<file path="config.mk">
export PLATFORM = sky130hd
export DESIGN_NAME = cascadable_four_channel_timer_unit
export DESIGN_NICKNAME = d
export VERILOG_FILES = /design/src/sv/cftu_pkg.sv /design/src/sv/cascadable_four_channel_timer_unit.sv
export VERILOG_INCLUDE_DIRS = /design/src /design/src/sv
export SDC_FILE = /design/constraint.sdc
export NUM_CORES = 1
export LEC_CHECK = 0
export BUFFER_PORTS_ARGS = -buffer_cell sky130_fd_sc_hd__buf_2
export CORE_ASPECT_RATIO = 0.75
export CORE_MARGIN = 8
export CORE_UTILIZATION = 55
export DETAILED_ROUTE_END_ITERATION = 8
export PLACE_DENSITY = 0.81
export REMOVE_ABC_BUFFERS = 1
export SLEW_MARGIN = 40
export SYNTH_ARGS = -nofsm -noshare
export SYNTH_HDL_FRONTEND = slang
export SYNTH_SLANG_ARGS = --single-unit
export TNS_END_PERCENT = 100
</file>
<file path="constraint.sdc">
create_clock -name clk_i -period 3.5 [get_ports clk_i]
set_clock_uncertainty 0.05 [all_clocks]
set_input_delay 0.175 -clock clk_i [delete_from_list [all_inputs] [get_ports clk_i]]
set_output_delay 0.175 -clock clk_i [all_outputs]
set_load 0.03 [all_outputs]
</file>
<file path="src/sv/cascadable_four_channel_timer_unit_assert.svh">
// assertion macros for the cascadable timer unit
// expects clk_i and rst_ni in the scope that uses them
`ifndef CASCADABLE_FOUR_CHANNEL_TIMER_UNIT_ASSERT_SVH
`define CASCADABLE_FOUR_CHANNEL_TIMER_UNIT_ASSERT_SVH

// antecedent implies consequent in the same cycle
`define CFTU_ASSERT_SAME(label, ante, cons, msg) \
  label: assert property (@(posedge clk_i) disable iff (!rst_ni) (ante) |-> (cons)) \
    else $error(msg);

// antecedent implies consequent in the next cycle
`define CFTU_ASSERT_NEXT(label, ante, cons, msg) \
  label: assert property (@(posedge clk_i) disable iff (!rst_ni) (ante) |=> (cons)) \
    else $error(msg);

`endif

</file>
<file path="src/sv/cftu_pkg.sv">
// shared types, constants and helpers of the cascadable timer unit
// no dependencies
package cftu_pkg;

  // default number of timers
  localparam int NumTimersDef = 4;

  // payload widths
  localparam int KindW    = 2;
  localparam int TSelW    = 2;
  localparam int DataW    = 16;
  localparam int CtlW     = 8;
  localparam int PhaseW   = 11;
  localparam int IrqW     = 4;
  localparam int InUserW  = 5;
  localparam int InDataW  = 32;
  localparam int OutDataW = 24;

  // item kinds, code 3 is unused and does nothing
  typedef enum logic [KindW-1:0] {
    KIND_TICK  = 2'd0,
    KIND_READ  = 2'd1,
    KIND_WRITE = 2'd2
  } kind_e;

  // register select
  localparam logic REG_COUNT = 1'b0;
  localparam logic REG_CTRL  = 1'b1;

  // control byte layout
  localparam int CtlEnableBit  = 7;
  localparam int CtlIrqBit     = 6;
  localparam int CtlCascadeBit = 2;
  localparam logic [CtlW-1:0] CtlWritable = 8'hC7;

  // last phase value of one prescale period (2^shift - 1)
  function automatic logic [PhaseW-1:0] last_phase(input logic [1:0] presc,
                                                  input logic       casc);
    logic [PhaseW-1:0] last;
    last = PhaseW'(1);
    if (!casc) begin
      unique case (presc)
        2'd0:    last = PhaseW'(1);
        2'd1:    last = PhaseW'(127);
        2'd2:    last = PhaseW'(511);
        default: last = PhaseW'(2047);
      endcase
    end
    return last;
  endfunction

endpackage

</file>
<file path="src/sv/cascadable_four_channel_timer_unit.sv">
// top level of the cascadable timer unit: bank of up-counters with prescalers
// depends on cftu_pkg and cascadable_four_channel_timer_unit_assert.svh
//
// usage
// - slave stream takes one item per cycle while the receiver keeps up: a base
//   clock tick, a register read or a register write; the kind, timer and register
//   select ride in tuser, the byte mask and write data in tdata
// - master stream returns exactly one result per item: read data (zero unless
//   a read) and a per-timer overflow irq pulse (nonzero only on ticks)
// - an accepted item passes through the input register, then the result register,
//   before its result appears on the master side
// - throughput: one item per clock while the receiver keeps up; the whole tick,
//   including the overflow ripple through every cascaded timer, resolves
//   combinationally between the input register and the result register
// - when the receiver stalls, the result register holds its item and the
//   input register holds the next one; s_axis_tready drops only when both
//   are full, so no item is lost or repeated
// - reset clears all counters, reload values, control bytes and prescale
//   phases, so every timer starts disabled; both stream sides come up empty
`include "cascadable_four_channel_timer_unit_assert.svh"

module cascadable_four_channel_timer_unit
  import cftu_pkg::*;
#(
  parameter int NUM_TIMERS = NumTimersDef
) (
  input  logic                clk_i,
  input  logic                rst_ni,
  // input items
  input  logic                s_axis_tvalid,
  output logic                s_axis_tready,
  input  logic [InDataW-1:0]  s_axis_tdata,   // byte_mask[15:0], wdata[31:16]
  input  logic [InUserW-1:0]  s_axis_tuser,   // kind[1:0], timer_sel[3:2], reg_sel[4]
  // result items
  output logic                m_axis_tvalid,
  input  logic                m_axis_tready,
  output logic [OutDataW-1:0] m_axis_tdata    // read_data[15:0], irq_pulse[19:16], zero
);

  // input register
  logic              in_valid_q;
  kind_e             kind_q;
  logic [TSelW-1:0]  timer_sel_q;
  logic              reg_sel_q;
  logic [DataW-1:0]  byte_mask_q;
  logic [DataW-1:0]  wdata_q;

  // result register
  logic              out_valid_q;
  logic [DataW-1:0]  read_data_q, read_data_d;
  logic [IrqW-1:0]   irq_q, irq_d;

  // timer state
  logic [DataW-1:0]  cnt_q    [NUM_TIMERS];
  logic [DataW-1:0]  cnt_d    [NUM_TIMERS];
  logic [DataW-1:0]  reload_q [NUM_TIMERS];
  logic [DataW-1:0]  reload_d [NUM_TIMERS];
  logic [CtlW-1:0]   ctl_q    [NUM_TIMERS];
  logic [CtlW-1:0]   ctl_d    [NUM_TIMERS];
  logic [PhaseW-1:0] phase_q  [NUM_TIMERS];
  logic [PhaseW-1:0] phase_d  [NUM_TIMERS];

  logic                       s_accept;
  logic                       advance;
  logic [NUM_TIMERS-1:0]      irq_hit;
  logic [NUM_TIMERS+IrqW-1:0] irq_wide;
  logic                       ctl_rsvd_any;

  // the stored item moves into the result register when that one is free
  assign advance       = in_valid_q && (!out_valid_q || m_axis_tready);
  assign s_axis_tready = !in_valid_q || advance;
  assign s_accept      = s_axis_tvalid && s_axis_tready;

  always_ff @(posedge clk_i or negedge rst_ni) begin
    if (!rst_ni) begin
      in_valid_q <= 1'b0;
    end else if (s_axis_tready) begin
      in_valid_q <= s_axis_tvalid;
    end
  end

  // payload of the input register, no reset needed
  always_ff @(posedge clk_i) begin
    if (s_accept) begin
      kind_q      <= kind_e'(s_axis_tuser[1:0]);
      timer_sel_q <= s_axis_tuser[3:2];
      reg_sel_q   <= s_axis_tuser[4];
      byte_mask_q <= s_axis_tdata[15:0];
      wdata_q     <= s_axis_tdata[31:16];
    end
  end

  // next state of all timers and the result of the stored item
  always_comb begin
    logic              carry;
    logic              casc;
    logic              casc_new;
    logic              inc;
    logic              wrap;
    logic              hit;
    logic              rise;
    logic              restart;
    logic [CtlW-1:0]   wmask;
    logic [CtlW-1:0]   ctl_new;

    carry       = 1'b0;
    casc        = 1'b0;
    casc_new    = 1'b0;
    inc         = 1'b0;
    wrap        = 1'b0;
    hit         = 1'b0;
    rise        = 1'b0;
    restart     = 1'b0;
    wmask       = '0;
    ctl_new     = '0;
    read_data_d = '0;
    irq_hit     = '0;
    for (int t = 0; t < NUM_TIMERS; t++) begin
      cnt_d[t]    = cnt_q[t];
      reload_d[t] = reload_q[t];
      ctl_d[t]    = ctl_q[t];
      phase_d[t]  = phase_q[t];
    end

    if (advance) begin
      unique case (kind_q)
        KIND_TICK: begin
          // timers in order, a wrap ripples into the next cascaded timer
          for (int t = 0; t < NUM_TIMERS; t++) begin
            casc = (t != 0) && ctl_q[t][CtlCascadeBit];
            inc  = 1'b0;
            if (ctl_q[t][CtlEnableBit]) begin
              if (casc) begin
                inc = carry;
              end else if (phase_q[t] >= last_phase(ctl_q[t][1:0], 1'b0)) begin
                phase_d[t] = '0;
                inc        = 1'b1;
              end else begin
                phase_d[t] = phase_q[t] + PhaseW'(1);
              end
            end
            wrap = inc && (cnt_q[t] == {DataW{1'b1}});
            if (inc) begin
              cnt_d[t] = wrap ? reload_q[t] : cnt_q[t] + DataW'(1);
            end
            irq_hit[t] = wrap && ctl_q[t][CtlIrqBit];
            carry      = wrap;
          end
        end
        KIND_READ: begin
          for (int t = 0; t < NUM_TIMERS; t++) begin
            hit = (t < (1 << TSelW)) && (timer_sel_q == TSelW'(t));
            if (hit) begin
              read_data_d = (reg_sel_q == REG_CTRL) ? {{(DataW-CtlW){1'b0}}, ctl_q[t]}
                                                    : cnt_q[t];
            end
          end
        end
        KIND_WRITE: begin
          for (int t = 0; t < NUM_TIMERS; t++) begin
            hit = (t < (1 << TSelW)) && (timer_sel_q == TSelW'(t));
            if (hit) begin
              if (reg_sel_q == REG_COUNT) begin
                reload_d[t] = (reload_q[t] & ~byte_mask_q) | (wdata_q & byte_mask_q);
              end else begin
                wmask   = byte_mask_q[CtlW-1:0] & CtlWritable;
                ctl_new = (ctl_q[t] & ~wmask) | (wdata_q[CtlW-1:0] & wmask);
                rise    = !ctl_q[t][CtlEnableBit] && wdata_q[CtlEnableBit]
                          && byte_mask_q[CtlEnableBit];
                if (rise) begin
                  cnt_d[t] = reload_q[t];
                end
                casc     = (t != 0) && ctl_q[t][CtlCascadeBit];
                casc_new = (t != 0) && ctl_new[CtlCascadeBit];
                // a shift change restarts the prescaler just like an enable edge
                restart  = rise || (last_phase(ctl_new[1:0], casc_new)
                                    != last_phase(ctl_q[t][1:0], casc));
                if (restart && ctl_new[CtlEnableBit] && !casc_new) begin
                  phase_d[t] = '0;
                end
                ctl_d[t] = ctl_new;
              end
            end
          end
        end
        default: begin
          // unused kind: no state change, zero result
        end
      endcase
    end
  end

  // only the first four timers have an irq line
  assign irq_wide = {{IrqW{1'b0}}, irq_hit};
  assign irq_d    = irq_wide[IrqW-1:0];

  always_ff @(posedge clk_i or negedge rst_ni) begin
    if (!rst_ni) begin
      for (int t = 0; t < NUM_TIMERS; t++) begin
        cnt_q[t]    <= '0;
        reload_q[t] <= '0;
        ctl_q[t]    <= '0;
        phase_q[t]  <= '0;
      end
    end else begin
      for (int t = 0; t < NUM_TIMERS; t++) begin
        cnt_q[t]    <= cnt_d[t];
        reload_q[t] <= reload_d[t];
        ctl_q[t]    <= ctl_d[t];
        phase_q[t]  <= phase_d[t];
      end
    end
  end

  // result register
  always_ff @(posedge clk_i or negedge rst_ni) begin
    if (!rst_ni) begin
      out_valid_q <= 1'b0;
    end else if (advance) begin
      out_valid_q <= 1'b1;
    end else if (m_axis_tready) begin
      out_valid_q <= 1'b0;
    end
  end

  always_ff @(posedge clk_i) begin
    if (advance) begin
      read_data_q <= read_data_d;
      irq_q       <= irq_d;
    end
  end

  assign m_axis_tvalid = out_valid_q;
  assign m_axis_tdata  = {{(OutDataW-DataW-IrqW){1'b0}}, irq_q, read_data_q};

  // reserved control bits never get set
  always_comb begin
    ctl_rsvd_any = 1'b0;
    for (int t = 0; t < NUM_TIMERS; t++) begin
      ctl_rsvd_any = ctl_rsvd_any || (ctl_q[t][5:3] != 3'b000);
    end
  end

  `CFTU_ASSERT_NEXT(a_advance_fills_out, advance, out_valid_q,
                    "processed item did not reach the result register")
  `CFTU_ASSERT_NEXT(a_stalled_item_kept, in_valid_q && !advance, in_valid_q,
                    "stalled input item was dropped")
  `CFTU_ASSERT_NEXT(a_irq_only_on_tick, advance && (kind_q != KIND_TICK), irq_q == '0,
                    "irq pulse on a non-tick item")
  `CFTU_ASSERT_NEXT(a_rdata_only_on_read, advance && (kind_q != KIND_READ),
                    read_data_q == '0, "read data on a non-read item")
  `CFTU_ASSERT_SAME(a_ctl_rsvd_zero, 1'b1, !ctl_rsvd_any,
                    "reserved control bits set")

endmodule
</file>
# --- Word-level counts from Yosys, hierarchy flattened ---
# Index checks and enable logic that the tools add are counted.
op_classes:
  addsub: 8
  order_cmp: 4
  eq_ne: 53
  muxes: 135
  bitwise: 21
  reduce_logical: 68
ops:
  columns: ["operator", "n"]
  rows:
  - ["11-bit 2-to-1 mux", 76]
  - ["16-bit 2-to-1 mux", 28]
  - ["11-bit case mux with 3 select lines", 8]
  - ["64-bit case mux with 2 select lines", 1]
  - ["44-bit case mux with 2 select lines", 1]
  - ["16-bit bitwise AND", 5]
  - ["16-bit by 1-bit adder with 16-bit output, second input constant", 4]
  - ["16-bit equality test, second input constant", 4]
  - ["16-bit OR", 4]
  - ["2-bit != test, second input constant", 24]
  - ["11-bit by 1-bit adder with 11-bit output, second input constant", 4]
  - ["11-bit >= comparator", 4]
  - ["11-bit != test", 4]
  - ["8-bit bitwise AND", 5]
  - ["8-bit OR", 4]
  - ["4-bit AND reduction", 8]
  - ["6-bit AND reduction", 5]
  - ["1-bit logical AND", 25]
  - ["2-bit equality test, second input constant", 11]
  - ["1-bit 2-to-1 mux", 21]
  - ["7-bit AND reduction", 3]
  - ["2-bit by 1-bit equality test with 1-bit output, second input constant", 10]
  - ["2-bit zero test", 10]
  - ["16-bit NOT", 1]
  - ["other kinds (5)", 19]
word_totals:
  reg_bits: 263
  inputBits: 41
  out_inout_bits: 26
  word_cells: 314

# --- Longest topological paths before layout ---
# Gate-level depths: netlist of run 1.
depth:
  ltp_word: 29
  ltp_mapped: 14

# --- Worst setup path before layout of run 1 ---
# Ideal clock, no wire load.
synth_path:
  path_kind: "reg2reg"
  from: "reg ctl_q[16] (netlist name)"
  to: "reg cnt_q[3] (netlist name)"
  setup_ns: 0.127
  arrival_time_ns: 2.678
  t_required_ns: 3.323
  slack_ns: 0.645
  path_stages_with_launch: 13
  n_path_buf: 1
  synth_period_minus_slack_ns: 2.855
  path_cell_list: "dfrtp_1 nor2_1 ha_1 a211oi_1 o211ai_1 o211ai_2 nor2_1 o311ai_4 a2bb2oi_4 o21ai_4 buf_6 a21oi_1 o22ai_1"
synth_via:
  elab_chain_len: 26
  word_cells_on_any_way: 30
synth_lines:
  columns: ["item", "line_no", "text"]
  rows:
  - ["start: declaration", "cascadable_four_channel_timer_unit.sv:58", "logic [CtlW-1:0] ctl_q [NUM_TIMERS];"]
  - ["start signal: indexed assignment", "cascadable_four_channel_timer_unit.sv:209", "ctl_q[t] <= ctl_d[t];"]
  - ["2-bit equality test, or another cell as far along", "cftu_pkg.sv:42", "unique case (presc)"]
  - ["11-bit case mux with 3 select lines (*)", "cftu_pkg.sv:42", null]
  - ["11-bit 2-to-1 mux (*)", "cascadable_four_channel_timer_unit.sv:133", "if (casc) begin"]
  - ["11-bit 2-to-1 mux (*)", "cascadable_four_channel_timer_unit.sv:132", "if (ctl_q[t][CtlEnableBit]) begin"]
  - ["11-bit 2-to-1 mux (*)", "cascadable_four_channel_timer_unit.sv:126", "unique case (kind_q)"]
  - ["11-bit 2-to-1 mux (*)", "cascadable_four_channel_timer_unit.sv:125", "if (advance) begin"]
  - ["11-bit >= comparator (*)", "cascadable_four_channel_timer_unit.sv:135", "end else if (phase_q[t] >= last_phase(ctl_q[t][1:0], 1'b0)) begin"]
  - ["1-bit 2-to-1 mux (*)", "cascadable_four_channel_timer_unit.sv:135", null]
  - ["[10 not listed]", null, null]
  - ["1-bit 2-to-1 mux (*)", "cascadable_four_channel_timer_unit.sv:133", null]
  - ["1-bit 2-to-1 mux (*)", "cascadable_four_channel_timer_unit.sv:132", null]
  - ["1-bit 2-to-1 mux (*)", "cascadable_four_channel_timer_unit.sv:126", null]
  - ["1-bit 2-to-1 mux (*)", "cascadable_four_channel_timer_unit.sv:125", null]
  - ["1-bit logical AND", "cascadable_four_channel_timer_unit.sv:142", "wrap = inc && (cnt_q[t] == {DataW{1'b1}});"]
  - ["16-bit 2-to-1 mux", "cascadable_four_channel_timer_unit.sv:144", "cnt_d[t] = wrap ? reload_q[t] : cnt_q[t] + DataW'(1);"]
  - ["16-bit 2-to-1 mux", "cascadable_four_channel_timer_unit.sv:143", "if (inc) begin"]
  - ["64-bit case mux with 2 select lines", "cascadable_four_channel_timer_unit.sv:126", null]
  - ["end signal: indexed assignment", "cascadable_four_channel_timer_unit.sv:207", "cnt_q[t] <= cnt_d[t];"]
  - ["end: declaration", "cascadable_four_channel_timer_unit.sv:54", "logic [DataW-1:0] cnt_q [NUM_TIMERS];"]
# Every way passes the cells marked *; elsewhere a longest branch is shown, timed or not. The select of a mux whose other input is x is not followed.
# A chain may end at the register's enable or synchronous reset.

# --- Worst setup path after layout of run 1 ---
layout_path:
  from: "reg ctl_q[8] (netlist name)"
  to: "reg cnt_q[1] (netlist name)"
layout_via:
  elab_chain_len: 21
  word_cells_on_any_way: 25
layout_lines:
  columns: ["item", "line_no"]
  rows:
  - ["2-bit equality test, or another cell as far along", "cftu_pkg.sv:42"]
  - ["11-bit case mux with 3 select lines (*)", "cftu_pkg.sv:42"]
  - ["11-bit 2-to-1 mux (*)", "cascadable_four_channel_timer_unit.sv:133"]
  - ["11-bit 2-to-1 mux (*)", "cascadable_four_channel_timer_unit.sv:132"]
  - ["11-bit 2-to-1 mux (*)", "cascadable_four_channel_timer_unit.sv:126"]
  - ["11-bit 2-to-1 mux (*)", "cascadable_four_channel_timer_unit.sv:125"]
  - ["11-bit >= comparator (*)", "cascadable_four_channel_timer_unit.sv:135"]
  - ["1-bit 2-to-1 mux (*)", "cascadable_four_channel_timer_unit.sv:135"]
  - ["[5 not listed]", null]
  - ["1-bit 2-to-1 mux (*)", "cascadable_four_channel_timer_unit.sv:133"]
  - ["1-bit 2-to-1 mux (*)", "cascadable_four_channel_timer_unit.sv:132"]
  - ["1-bit 2-to-1 mux (*)", "cascadable_four_channel_timer_unit.sv:126"]
  - ["1-bit 2-to-1 mux (*)", "cascadable_four_channel_timer_unit.sv:125"]
  - ["1-bit logical AND", "cascadable_four_channel_timer_unit.sv:142"]
  - ["16-bit 2-to-1 mux", "cascadable_four_channel_timer_unit.sv:144"]
  - ["16-bit 2-to-1 mux", "cascadable_four_channel_timer_unit.sv:143"]
  - ["64-bit case mux with 2 select lines", "cascadable_four_channel_timer_unit.sv:126"]
# Marked as above.

==> flow_summary.toml, run 1 <==
[drt]
avgViaCountPerCell = 6.25
dr.pass1.iters = 6
ant_nets = 0
first_iter_violations = 1317
num_vias = 11500
wl_per_cell_um = 20.8
wl_um = 38100
drcViolationCount = 0

[layout]
antenna_cells = 0
final_nets = 1560
area_growth_pct = 15.1
stdcell_count = 1836
stdcell_area_um2 = 15800
drive_gt1_share_pct = 18.4

[clock_tree]
clk_pin_slew_ns = 0.06
cts_tree = "yes"
htree_levels = 1
clock_latency_ns = 0.55
clk_path_buf_depth = 3
cts_buffers = 26
clock-root-buffer = "clkbuf_16"
cts_sinks = 251

[synthesis]
synth_edf_count = 57
yosysTopAreaCell = "dfrtp_1"
ys_top_cells_by_area = "dfrtp_1 35%, edfxtp_1 12%, mux2_2 7.0%, nand2_1 5.1%, o21ai_0 4.4%"
yosys_warnings = 0
synth_cell_types = 77
synth_ff_type = "dfrtp_1"
yosysSeqAreaShare_pct = 47.7
synth_top_area_share_pct = 35.3
syn_area_um2 = 13800
ys_ff_latch = 251
syn_inst = 1371
syn_avg_cell_area_um2 = 10.0
synthArstFlopShare_pct = 77.3

[floorplanning]
core_area_um2 = 24800
io-pin-count = 67
die_x_um = 199
initial_utilization_pct = 55.5
rows = 50
die_h_um = 153
die_area_um2 = 30400

[global_route]
grt_pass1_vias = 10800
antenna_found_initial = 2
grt-ovfl-total = 0
grt_max_degree = 73
grt_pass1_wl_um = 59800
grt_usage_pct = 24.6

[sta]
fin_crit_sh_pct = 94.1
rsz0062_at_grt = "no"
relSlewSlack_pct = 51.6
finalHoldViolCount = 0
fmax_mhz = 304
fin_tns_setup_ns = 0
finalCriticalPeriod_ns = 3.29
slew_violations = 0
setup_viol_count_final = 0
tightest_slew_ns = 0.726

[setup_path]
rrSetupSlack_ns = 0.21
critPathTopFamily = "compound AO/OA/AOI/OAI gates"
worst_path_max_delay_cell = "o21ai_4"
end_kind = "flip-flop"
slowest_delay_ns = 0.49
critPathLaunchType = "flip-flop"
cp.arrival_ns = 3.66
criticalPathCategory = "flip-flop to flip-flop"
cp.required_ns = 3.87
worstPathMaxFanout = 18
crit_chain = "nor2_1 -> ha_1 -> a21oi_1 -> o21ai_0 -> nand3_1 -> a21oi_1 -> o311ai_4 -> a2bb2oi_4 -> o21ai_4 -> mux2i_1 -> o21ai_0"
cp_num_buf_inv = 0

[worst_hold_path]
hold_class = "primary input to async pin"

[power]
p_leak_uw = 0.00672
finalPower_uw = 8300
irDropWorstVdd_uv = 448
powerDensity_nw_per_um2 = 524

[status]
status = "completed"

[place]
dpl_cell_area_um2 = 14500
gp_congestion = 0.962
dp_hpwl_um = 26300
port_buffers = 62
dp.cells = 1747

[run]
maxCapViolations = 0
[power breakdown]
group / internal [uW] / total, uW / switching, uW
logic: 693 / 1500 / 810
clock network: 1630 / 2810 / 1190
registers: 3400 / 3980 / 579
total: 5720 / 8300 / 2580
[cells by family after synthesis]
group	Yosys count	share of synthesized area [%]
buffers and inverters	99	3.15
adders and majority gates	41	3.73
and+or+nand+nor	522	18.4
xor gates and xnor gates	13	0.828
muxes	132	12.3
other	1	0.0273
DFF	251	47.7
AOI/OAI and AO/OA	312	13.8
[area by class of cell]
| cell class | instances | area [um2] |
|---|---|---|
| Inverter | 33 | 124 |
| Multi-Input combinational cell | 1024 | 6810 |
| Sequential cell | 251 | 6570 |
| Timing Repair Buffer | 142 | 1050 |
| Fill cell | 1967 | 8940 |
| Clock buffer | 36 | 739 |
| Tap cell | 338 | 423 |
| Clock inverter | 12 | 124 |
[what timing repair did]
action | 4_1_cts | 5_1_grt
setup buffers | 0 | 0
hold buffers | 41 | 0
resized for setup | 0 | 5
endpoints found under the hold margin | 95 | 0
setup endpoints to repair | 0 | 34
[placed cells by master (no fill, tap or decap), types with 37 or more instances in the layout]
cell / instances
dfrtp_1: 194
nand2_1: 186
o21ai_0: 120
nor2_1: 95
a21oi_1: 88
mux2_2: 85
buf_2: 61
edfxtp_1: 57
nand3_1: 55
ha_1: 41
dlygate4sd3_1: 41
nand2b_1: 37
buf_4: 37
[layer usage]
metal	global-route usage (%)	vias up	wire, um
met2	35.5	583	16300
met3	8.47	100	4930
met5	0	-	23
met4	6.23	4	958
met1	34.8	5602	15900
li1	-	5194	-
[cell usage after synthesis (7+ instances only)]
master and instances:
a21oi_1 88, a22oi_1 8, a31oi_1 8, and3_1 33
buf_2 12, buf_4 8, clkbuf_1 37, dfrtp_1 194
edfxtp_1 57, ha_1 41, inv_1 33, mux2_2 85
mux2i_1 24, mux4_2 21, nand2_1 186, nand2b_1 37
nand3_1 55, nand4_1 18, nor2_1 98, nor2b_1 20
nor3_1 24, nor3b_1 10, nor4_1 10, o211ai_1 8
o21ai_0 121, o21ai_1 9, o2bb2ai_1 10, o31ai_1 11
or3_1 7, xnor2_1 7
[final timing paths]
kind                       cells past startpoint                        end              startpoint
max                                           11       cnt_q[1]$_DFFE_PN0P_    ctl_q[8]$_DFFE_PN0P_
min                                            2    phase_q[38]$_DFFE_PN0P_                  rst_ni
min in group clk_i                             2   byte_mask_q[4]$_DFFE_PP_         s_axis_tdata[4]
max in group asynchronous                      3      cnt_q[42]$_DFFE_PN0P_                  rst_ni
min reg2reg                                    1  m_axis_tvalid$_DFFE_PN0P_  in_valid_q$_DFFE_PN0N_
max reg2reg                                   11       cnt_q[1]$_DFFE_PN0P_    ctl_q[8]$_DFFE_PN0P_
[stage by stage]
step,setup slack (ns),util (%),hold WS [ns]
after detailed placement,0.0783,58.6,0.112
after CTS,0.0759,63.8,0.113
final,0.208,63.9,0.116
after floorplan,0.157,-,-0.171
after global placement,0.184,58.6,0.111
after global routing,0.0189,63.9,0.143
No activity file was read; power rests on OpenSTA's default activity.
==> inputs of run 2 (changes only) <==
clock period = 3.3 ns   (was 3.5 ns; I/O delays follow)
==> flow_summary.toml, run 2 (synthesized netlist as in run 1, its figures left out) <==
[status]
status = "completed"

[power]
irDropWorstVdd_uv = 427
powerDensity_nw_per_um2 = 567
p_leak_uw = 0.00680

[layout]
area_growth_pct = 16.3
final_cell_mix = "193 x dfrtp_1, 186 x nand2_1, 121 x o21ai_0, 94 x nor2_1, 88 x a21oi_1"
multi_input_area_um2 = 6810
fillers = 1949
final_nets = 1566
antenna_cells = 0
layout_commonest_cell = "dfrtp_1"
regArea_um2 = 6570
stdcell_area_um2 = 16000
drive_gt1_share_pct = 19.1

[sta]
finalHoldViolCount = 0
fin_crit_sh_pct = 94.6
relSlewSlack_pct = 42.5
fmax_mhz = 320
fin_tns_setup_ns = 0
finalCriticalPeriod_ns = 3.12
tightest_slew_ns = 0.863
fin_hold_ws_ns = 0.0187
setup_viol_count_final = 0
rsz0062_at_grt = "no"
slew_violations = 0

[setup_path]
rr_worst_depth = 10
critPathLaunchType = "flip-flop"
crit_chain = "ha_1 -> nand3_1 -> nor3_2 -> and4_1 -> and3_1 -> o311ai_4 -> a2bb2oi_4 -> a21oi_2 -> o21ai_0 -> o2bb2ai_1"
end_kind = "flip-flop"
cp.required_ns = 3.68
worstPathMaxFanout = 8
criticalPathCategory = "flip-flop to flip-flop"
worst_path_max_delay_cell = "dfrtp_1"
rrSetupSlack_ns = 0.18
slowest_delay_ns = 0.45
rr_endpoint = "cnt_q[15]$_DFFE_PN0P_"
r2r-start = "cnt_q[16]$_DFFE_PN0P_"
cp.arrival_ns = 3.51

[drt]
first_iter_violations = 1223
wl_um = 37800
dr.pass1.iters = 7
wl_per_cell_um = 20.5
avgViaCountPerCell = 6.29
ant_nets = 0
drcViolationCount = 0
num_vias = 11600

[run]
maxCapViolations = 0

[floorplanning]
die_x_um = 199
core_area_um2 = 24800
rows = 50
initial_utilization_pct = 55.5
io-pin-count = 67
die_h_um = 153
die_area_um2 = 30400

[global_route]
grt_pass1_vias = 11200
met2_usage_pct = 35.5
grtUsageMet1_pct = 34.8
grt_busiest_layer = "met2"
grtUsageMet3_pct = 7.68
grt_max_degree = 101
grt_usage_pct = 24.5
grt_pass1_wl_um = 59900
grt-ovfl-total = 0
antenna_found_initial = 1

[clock_tree]
clk_pin_slew_ns = 0.07
clk_path_buf_depth = 3
cts_sinks = 251
htree_levels = 1
clock-root-buffer = "clkbuf_16"
cts_tree = "yes"
cts_buffers = 26
clock_latency_ns = 0.56

[worst_hold_path]
hold_class = "primary input to async pin"

[place]
gp_congestion = 0.961
dp_hpwl_um = 26400
port_buffers = 62
dpl_cell_area_um2 = 14600
[run 2: report_power, final]
part / internal (uW) / total (uW) / leakage (uW) / switching [uW]
Combinational: 756 / 1610 / 0.00322 / 856
Sequential: 3610 / 4220 / 0.00313 / 613
Clock: 1960 / 3240 / 0.000456 / 1280
[run 2: final cells by class]
| class | count | share of cell area [%] |
|---|---|---|
| Clock inverter | 19 | 1.65 |
| Inverter | 33 | 0.774 |
| Tap cell | 338 | 2.64 |
| Sequential cell | 251 | 41.1 |
| Clock buffer | 29 | 4.26 |
| Timing Repair Buffer | 148 | 7.04 |
| Multi-Input combinational cell | 1024 | 42.6 |
[run 2: per-layer routing]
metal	part of all wire, %	wire, um
met1	41	15600
met2	43	16100
met3	13	5010
met4	2.8	1040
met5	0.061	23
[run 2: stage by stage]
stage                     total power [uW]  utilization (%)  cells  setup slack, ns
after floorplan                       5090                -   1308          -0.0425
after global placement                5660             58.8   1752            0.216
after detailed placement              5760             58.8   1752           0.0786
after CTS                             9030             64.3   1841           0.0719
after global routing                  9430             64.6   1842           0.0138
final                                 9070             64.6   1842            0.178
[run 2: worst max-delay path, delay by kind of cell, from the launching register on]
family	cells	cell delay (ns)
AO/OA/AOI/OAI	5	1.15
adder cells (fa/ha/maj)	1	0.23
flip-flops	1	0.45
AND/OR/NAND/NOR	4	1.13
[run 2: worst max path at each step]
stage,start,end,slack (ns),depth (start not counted)
2_1_floorplan,ctl_q[16]$_DFFE_PN0P_,cnt_q[21]$_DFFE_PN0P_,-0.04,11
3_3_place_gp,ctl_q[17]$_DFFE_PN0P_,cnt_q[0]$_DFFE_PN0P_,0.22,12
3_5_place_dp,ctl_q[17]$_DFFE_PN0P_,cnt_q[0]$_DFFE_PN0P_,0.08,12
4_1_cts,ctl_q[8]$_DFFE_PN0P_,cnt_q[0]$_DFFE_PN0P_,0.07,12
5_1_grt,cnt_q[16]$_DFFE_PN0P_,cnt_q[0]$_DFFE_PN0P_,0.01,10
6_report,cnt_q[16]$_DFFE_PN0P_,cnt_q[15]$_DFFE_PN0P_,0.18,10
[run 2: timing repair]
action / 4_1_cts / 5_1_grt
hold buffers: 41 / 0
setup endpoints to repair: 0 / 41
buffers inserted: 0 / 0
resized for setup: 0 / 8
endpoints found under the hold margin: 135 / 0
